===== config.mk =====
export PLATFORM = sky130hd
export DESIGN_NAME = gradient_ramp_generator_core
export DESIGN_NICKNAME = d
export VERILOG_FILES = /design/src/rtl/grg_pkg.sv /design/src/rtl/gradient_ramp_generator_core.sv
export SDC_FILE = /design/constraint.sdc
export NUM_CORES = 2
export LEC_CHECK = 0
export BUFFER_PORTS_ARGS = -buffer_cell sky130_fd_sc_hd__buf_2
export CAP_MARGIN = 10
export CORE_UTILIZATION = 55
export CTS_BUF_LIST = sky130_fd_sc_hd__clkbuf_16
export CTS_CLUSTER_DIAMETER = 50
export DETAILED_ROUTE_END_ITERATION = 8
export PLACE_DENSITY = 0.72
export REMOVE_ABC_BUFFERS = 1
export SLEW_MARGIN = 20
export SYNTH_ARGS = -nofsm -noshare
export SYNTH_HDL_FRONTEND = slang
export SYNTH_SLANG_ARGS = --single-unit
export TNS_END_PERCENT = 1

===== constraint.sdc =====
create_clock -name clk -period 14.1 [get_ports clk]
set_clock_uncertainty 0.05 [all_clocks]
set_input_delay 1.41 -clock clk [delete_from_list [all_inputs] [get_ports clk]]
set_output_delay 1.41 -clock clk [all_outputs]
set_load 0.05 [all_outputs]

===== src/rtl/grg_pkg.sv =====
`timescale 1ns / 1ps
`default_nettype none
package grg_pkg;

  typedef struct packed {
    logic [15:0] stop_red;
    logic [15:0] stop_green;
    logic [15:0] stop_blue;
    logic [15:0] stop_alpha;
    logic [16:0] stop_position;
    logic        first_stop;
  } stop_t;

  typedef struct packed {
    logic [5:0]  texel_index;
    logic [15:0] out_red;
    logic [15:0] out_green;
    logic [15:0] out_blue;
    logic [15:0] out_alpha;
    logic        end_of_segment;
  } texel_t;

  localparam logic       CFG_RESOLUTION    = 1'b0;
  localparam logic       CFG_OUTPUT_FORMAT = 1'b1;
  localparam logic [6:0] RES_RESET         = 7'd64;
  localparam logic       FMT_HALF          = 1'b1;
  localparam logic [15:0] HALF_ONE         = 16'h3C00;
  localparam logic [3:0] DIV_LAST          = 4'd15;

endpackage
`default_nettype wire


===== src/rtl/gradient_ramp_generator_core.sv =====
`timescale 1ns / 1ps
`default_nettype none
// channel  dir  handshake               payload
// in       in   in_valid / in_ready     in_data (stop_t)
// out      out  out_valid / out_ready   out_data (texel_t)
// cfg      in   cfg_we                  cfg_index, cfg_data
//
// a first stop is taken in the idle state; any other stop passes a setup state for the index
// multiply and compare, then these states plus the output wait for each texel
// emitted: one product, 16 steps of the per-channel restoring dividers, sum, encode
// in_ready is high only while idle; a stalled output beat holds the sequencer
// synchronous active-high reset clears state, colour history, prev_index, format and out_valid; resolution goes to 64
module gradient_ramp_generator_core
  import grg_pkg::*;
#(
  parameter int MAX_TEXELS = 64
) (
  input  wire logic       clk,
  input  wire logic       rst,
  input  wire logic       in_valid,
  output logic            in_ready,
  input  wire stop_t      in_data,
  output logic            out_valid,
  input  wire logic       out_ready,
  output texel_t          out_data,
  input  wire logic       cfg_we,
  input  wire logic       cfg_index,
  input  wire logic [6:0] cfg_data
);

  typedef enum logic [2:0] {
    S_IDLE, S_SETUP, S_MUL, S_DIV, S_SUM, S_ENC, S_OUT
  } state_t;

  state_t      state;
  logic [6:0]  resolution;
  logic        output_format;
  logic [15:0] prev_color [4];
  logic [5:0]  prev_index;
  logic [15:0] c1 [4];
  logic [16:0] pos;
  logic [5:0]  next_index;
  logic [5:0]  span;
  logic [5:0]  cur;
  logic [3:0]  step;
  logic        neg [4];
  logic [5:0]  rem [4];
  logic [15:0] dvd [4];
  logic [15:0] vval [4];

  logic [6:0]  res_eff;
  logic [23:0] pos_prod;
  logic [7:0]  idx_raw;
  logic [5:0]  idx_sat;
  logic [5:0]  k;
  logic [15:0] enc [4];

  function automatic logic [15:0] enc8(input logic [15:0] c);
    logic [16:0] x;
    logic [24:0] p;
    logic [8:0]  q0;
    logic [17:0] r;
    x  = {1'b0, c} + 17'd128;
    p  = {x, 8'b0} - {8'b0, x};
    q0 = p[24:16];
    r  = {1'b0, x} - ({q0, 8'b0} + {8'b0, q0}) ;
    if (r >= 18'd257) q0 = q0 + 9'd1;
    return {8'b0, q0[7:0]};
  endfunction

  function automatic logic [15:0] enc_half(input logic [15:0] c);
    logic [4:0]  bl;
    logic [4:0]  s;
    logic [16:0] norm;
    logic [10:0] q;
    logic [16:0] r;
    bl = 5'd0;
    for (int i = 0; i < 16; i++) begin
      if (c[i]) bl = 5'(i + 1);
    end
    s    = 5'd17 - bl;
    norm = {1'b0, c} << s;
    q    = norm[16:6];
    r    = {norm[5:0], 11'b0} >> 1;
    r    = r + {6'b0, q};
    if (r >= 17'd65535) q = q + 11'd1;
    if (c == 16'hFFFF) return HALF_ONE;
    if (c < 16'd4) return 16'd0;
    return {1'b0, 5'd15 - s, q[9:0]};
  endfunction

  assign in_ready = (state == S_IDLE);

  always_comb begin
    if (resolution < 7'd2) res_eff = 7'd2;
    else if (resolution > 7'(MAX_TEXELS)) res_eff = 7'(MAX_TEXELS);
    else res_eff = resolution;
    pos_prod = {7'b0, pos} * {17'b0, res_eff};
    idx_raw  = pos_prod[23:16];
    if (idx_raw > {1'b0, res_eff} - 8'd1) idx_sat = 6'(res_eff - 7'd1);
    else idx_sat = idx_raw[5:0];
    k = cur - prev_index;
    for (int ch = 0; ch < 4; ch++) begin
      enc[ch] = (output_format == FMT_HALF) ? enc_half(vval[ch]) : enc8(vval[ch]);
    end
  end

  always_ff @(posedge clk) begin
    if (rst) begin
      state         <= S_IDLE;
      resolution    <= RES_RESET;
      output_format <= 1'b0;
      prev_index    <= 6'd0;
      out_valid     <= 1'b0;
      for (int ch = 0; ch < 4; ch++) prev_color[ch] <= 16'd0;
    end else begin
      if (cfg_we) begin
        case (cfg_index)
          CFG_RESOLUTION:    resolution <= cfg_data;
          CFG_OUTPUT_FORMAT: output_format <= cfg_data[0];
          default: ;
        endcase
      end
      case (state)
        S_IDLE: begin
          if (in_valid) begin
            if (in_data.first_stop) begin
              prev_color[0] <= in_data.stop_red;
              prev_color[1] <= in_data.stop_green;
              prev_color[2] <= in_data.stop_blue;
              prev_color[3] <= in_data.stop_alpha;
              prev_index    <= 6'd0;
            end else begin
              c1[0] <= in_data.stop_red;
              c1[1] <= in_data.stop_green;
              c1[2] <= in_data.stop_blue;
              c1[3] <= in_data.stop_alpha;
              pos   <= in_data.stop_position;
              state <= S_SETUP;
            end
          end
        end
        S_SETUP: begin
          next_index <= idx_sat;
          if (idx_sat > prev_index) begin
            span  <= idx_sat - prev_index;
            cur   <= prev_index;
            state <= S_MUL;
          end else begin
            for (int ch = 0; ch < 4; ch++) prev_color[ch] <= c1[ch];
            prev_index <= idx_sat;
            state      <= S_IDLE;
          end
        end
        S_MUL: begin
          for (int ch = 0; ch < 4; ch++) begin
            logic [15:0] mag;
            logic [21:0] prod;
            mag  = (c1[ch] < prev_color[ch]) ? prev_color[ch] - c1[ch]
                                             : c1[ch] - prev_color[ch];
            prod = {6'b0, mag} * {16'b0, k};
            neg[ch] <= (c1[ch] < prev_color[ch]);
            rem[ch] <= prod[21:16];
            dvd[ch] <= prod[15:0];
          end
          step  <= 4'd0;
          state <= S_DIV;
        end
        S_DIV: begin
          for (int ch = 0; ch < 4; ch++) begin
            logic [6:0] t;
            t = {rem[ch], dvd[ch][15]};
            if (t >= {1'b0, span}) begin
              rem[ch] <= 6'(t - {1'b0, span});
              dvd[ch] <= {dvd[ch][14:0], 1'b1};
            end else begin
              rem[ch] <= t[5:0];
              dvd[ch] <= {dvd[ch][14:0], 1'b0};
            end
          end
          step <= step + 4'd1;
          if (step == DIV_LAST) state <= S_SUM;
        end
        S_SUM: begin
          for (int ch = 0; ch < 4; ch++) begin
            vval[ch] <= neg[ch] ? prev_color[ch] - dvd[ch] : prev_color[ch] + dvd[ch];
          end
          state <= S_ENC;
        end
        S_ENC: begin
          out_data.texel_index    <= cur;
          out_data.out_red        <= enc[0];
          out_data.out_green      <= enc[1];
          out_data.out_blue       <= enc[2];
          out_data.out_alpha      <= enc[3];
          out_data.end_of_segment <= (cur == next_index);
          out_valid               <= 1'b1;
          state                   <= S_OUT;
        end
        S_OUT: begin
          if (out_ready) begin
            out_valid <= 1'b0;
            if (cur == next_index) begin
              for (int ch = 0; ch < 4; ch++) prev_color[ch] <= c1[ch];
              prev_index <= next_index;
              state      <= S_IDLE;
            end else begin
              cur   <= cur + 6'd1;
              state <= S_MUL;
            end
          end
        end
        default: state <= S_IDLE;
      endcase
    end
  end

endmodule
`default_nettype wire


==> impl_metrics.csv <==
group,metric,value,unit
outcome,status,"complete, no violations",
cts,ctsResizeCount,0,
cells_and_area,nFillCells,8463,
routing,drt_iter0_markers,3521,
power,power.total,15380,uW
cts,cts_tree,"built",
cells_and_area,seqCellArea,12070,sq um
timing,hold_viol,0,
timing,finalMaxSlewViolations,0,
floorplanning,ios,168,
power,worst_ir_drop_vdd,349.2,uV
floorplanning,core_area,96570,sq um
timing,slew_headroom,28.36,%
cts,post-cts-setup-buffers,0,
timing,post-route-period-util,76.65,%
worst_setup_path,cp_slowest_stage_delay,950,ps
cts,ctsHoldBuffers,0,
cts,cts_sinks,408,
hold_path,hold_class,"flip-flop to flip-flop",
logic_synthesis,yosys.area.top_type,"edfxtp_1",
routing,viasPerCell,5.929,
grt,grt_first_pass_wirelength,230.5,mm
floorplanning,start_util,55.43,%
worst_setup_path,critPathLaunchType,"flip-flop",
grt,grt_pass1_vias,44410,
worst_setup_path,critPathCaptureType,"flip-flop",
worst_setup_path,crit_start,"resolution[6]",
routing,drcViolationCount,0,
grt,grt_max_degree,95,
cts,cts_root_buf,"clkbuf_16",
logic_synthesis,ys_async_sr_fraction,0,%
cells_and_area,layout-drive-gt1-share,6.981,%
logic_synthesis,yosysUniqueCellTypes,104,
routing,wire_per_inst,18.53,um
timing,timing.final.ws_setup,3292,ps
placed_design,dp_slack,3175,ps
floorplanning,dieArea,98570,sq um
routing,vias,45060,
grt,grt-ovfl-total,0,
logic_synthesis,ys_warn_count,0,
timing,setup_viol,0,
placed_design,portBuffers,163,
worst_setup_path,path_common_cell,"a21oi_1",
worst_setup_path,worstPathArrival,11270,ps
cts,cts_buffers,71,
placed_design,globalplace.congestion,0.9513,
routing,ant_nets,0,
routing,wirelength,140.8,mm
cts,insertion_delay,660,ps
timing,period_minus_slack,10810,ps
power,total_leakage_power,0.02605,uW
placed_design,hpwl,107.6,mm
logic_synthesis,ys_ff_latch,408,
worst_setup_path,crit_path_max_fanout,35,
grt,grt_antenna_before_repair,11,
logic_synthesis,synthesis.area,53530,sq um
cells_and_area,post-route-util,59.88,%
floorplanning,fp.dieH,314.0,um
logic_synthesis,synth_top_area_share,21.88,%
worst_setup_path,r2r_start,"resolution[6]",
logic_synthesis,synthFlopType,"edfxtp_1",
power,p_per_area,266.0,nW/um^2
logic_synthesis,synth-edff-count,390,
cells_and_area,areaGrowthSynthToFinish,8.029,%
cts,htreeDepth,3,
job,drv_cap,0,
routing,first_pass_iters,6,
cts,cts_buffer_depth,3,
logic_synthesis,synth_cells,6217,
worst_setup_path,path_class,"flip-flop to flip-flop",
cells_and_area,multi_input_area,37630,sq um
logic_synthesis,synth_area_leaders,"edfxtp_1 (22%), ha_1 (14%), fa_1 (12%), inv_1 (5.7%), xnor2_1 (4.6%)",
placed_design,placed_cells,7465,
cells_and_area,final_cell_count_no_fill,7601,
logic_synthesis,synth_commonest_cells,"inv_1 (809), nand2_1 (592), ha_1 (578)",
cts,cts.clk_slew.worst_paths,60,ps
worst_setup_path,cpMaxStageDelayCell,"a21oi_4",
worst_setup_path,cp.required,14570,ps
timing,worst_pin_slew,1075,ps
hold_path,hold_start,"prev_index[3]",
logic_synthesis,avgSynthCellArea,8.610,sq um
timing,rsz0062_at_grt,"no",
floorplanning,num_rows,114,
timing,fin_tns_setup,0,ps
floorplanning,dieWidth,314.0,um
logic_synthesis,synth_most_common_cell,"inv_1",
grt,grt_usage,28.60,%
cells_and_area,nets,7262,
logic_synthesis,synth_seq_area_share,22.55,%
timing,fmax,92.52,MHz
layer usage:
metal	GRT usage, %	wire length (um)
met3	3.523	8476
met4	8.448	3499
met1	38.42	61630
met5	0	36
met2	48.18	67160
area by class of cell:
cell class | instances | share of cell area, %
antenna | 8 | 0.03462
clock buffer | 71 | 3.073
clock inverter | 57 | 1.004
inverter | 816 | 5.297
multi-input combinational | 4766 | 65.07
sequential | 408 | 20.88
tap | 1276 | 2.761
timing repair buffer | 199 | 1.878
through the flow:
stage                     hold WS [ps]  cell area, sq um
after CTS                        464.7             57790
after global routing             536.8             57820
after detailed placement         472.1             55440
after global placement           458.9             55430
final                            470.8             57830
after floorplan                  426.6             52610
power breakdown:
part	total, uW	switching, uW	internal, uW	leakage [uW]
Sequential	2230	128	2100	0.00379
Combinational	11400	6370	5050	0.0211
Clock	1730	705	1020	0.00115
flip-flops by register name, summed over array words and instances (netlist names):
name and cells:
out_valid 1, output_format 1, vval 64, state 3, prev_index 6, out_data 67
c1 64, rem 24, dvd 64, step 4, prev_color 64, cur 6
pos 17, resolution 7, span 6, neg 4, next_index 6
path summary, 6_finish.rpt:
kind,end,slack [ps],depth (start not counted)
worst min register to register,cur[3],470,2
worst max register to register,prev_color[2][1],3290,40
worst max-delay path,prev_color[2][1],3290,40
worst min-delay path,cur[3],470,2
kinds of logic (layout without fill, tap and decap cells):
group | Yosys count | in the layout | synth area share [%]
multiplexers | 128 | 128 | 2.632
other | 2 | 13 | 0.01403
AND/OR/NAND/NOR | 1876 | 1876 | 16.85
buffers and inverters | 1046 | 1143 | 7.450
AO/OA/AOI/OAI | 1436 | 1436 | 17.96
XOR/XNOR | 416 | 416 | 6.807
flip-flops | 408 | 408 | 22.55
adder cells (fa/ha/maj) | 905 | 905 | 25.74
cells in the final DEF, fill, tap and decap left out, types with 41 or more instances in the layout:
cell	n
buf_2	163
nor3_1	118
a21oi_1	386
nor2b_1	78
and2_1	144
o21ai_0	225
nand3_1	135
nand2_1	592
edfxtp_1	390
nor4_1	43
inv_1	815
mux2i_1	98
a211oi_1	41
a31oi_1	54
a22o_1	66
xnor2_1	280
o21a_1	46
o22ai_1	44
nand2b_1	108
clkbuf_16	71
fa_1	326
nor2_1	442
o211ai_1	48
a21o_1	156
ha_1	577
xor2_1	132
o21bai_1	61
worst max-delay path, delay by kind of cell, from the launching register on:
family / cells / cell delay (ps)
xor+xnor: 1 / 150
simple gates: 8 / 1820
fa+ha+maj: 8 / 3080
buf+inv: 5 / 990
flops: 1 / 290
compound gates: 18 / 4220
Power figures use the tool's default switching activity.
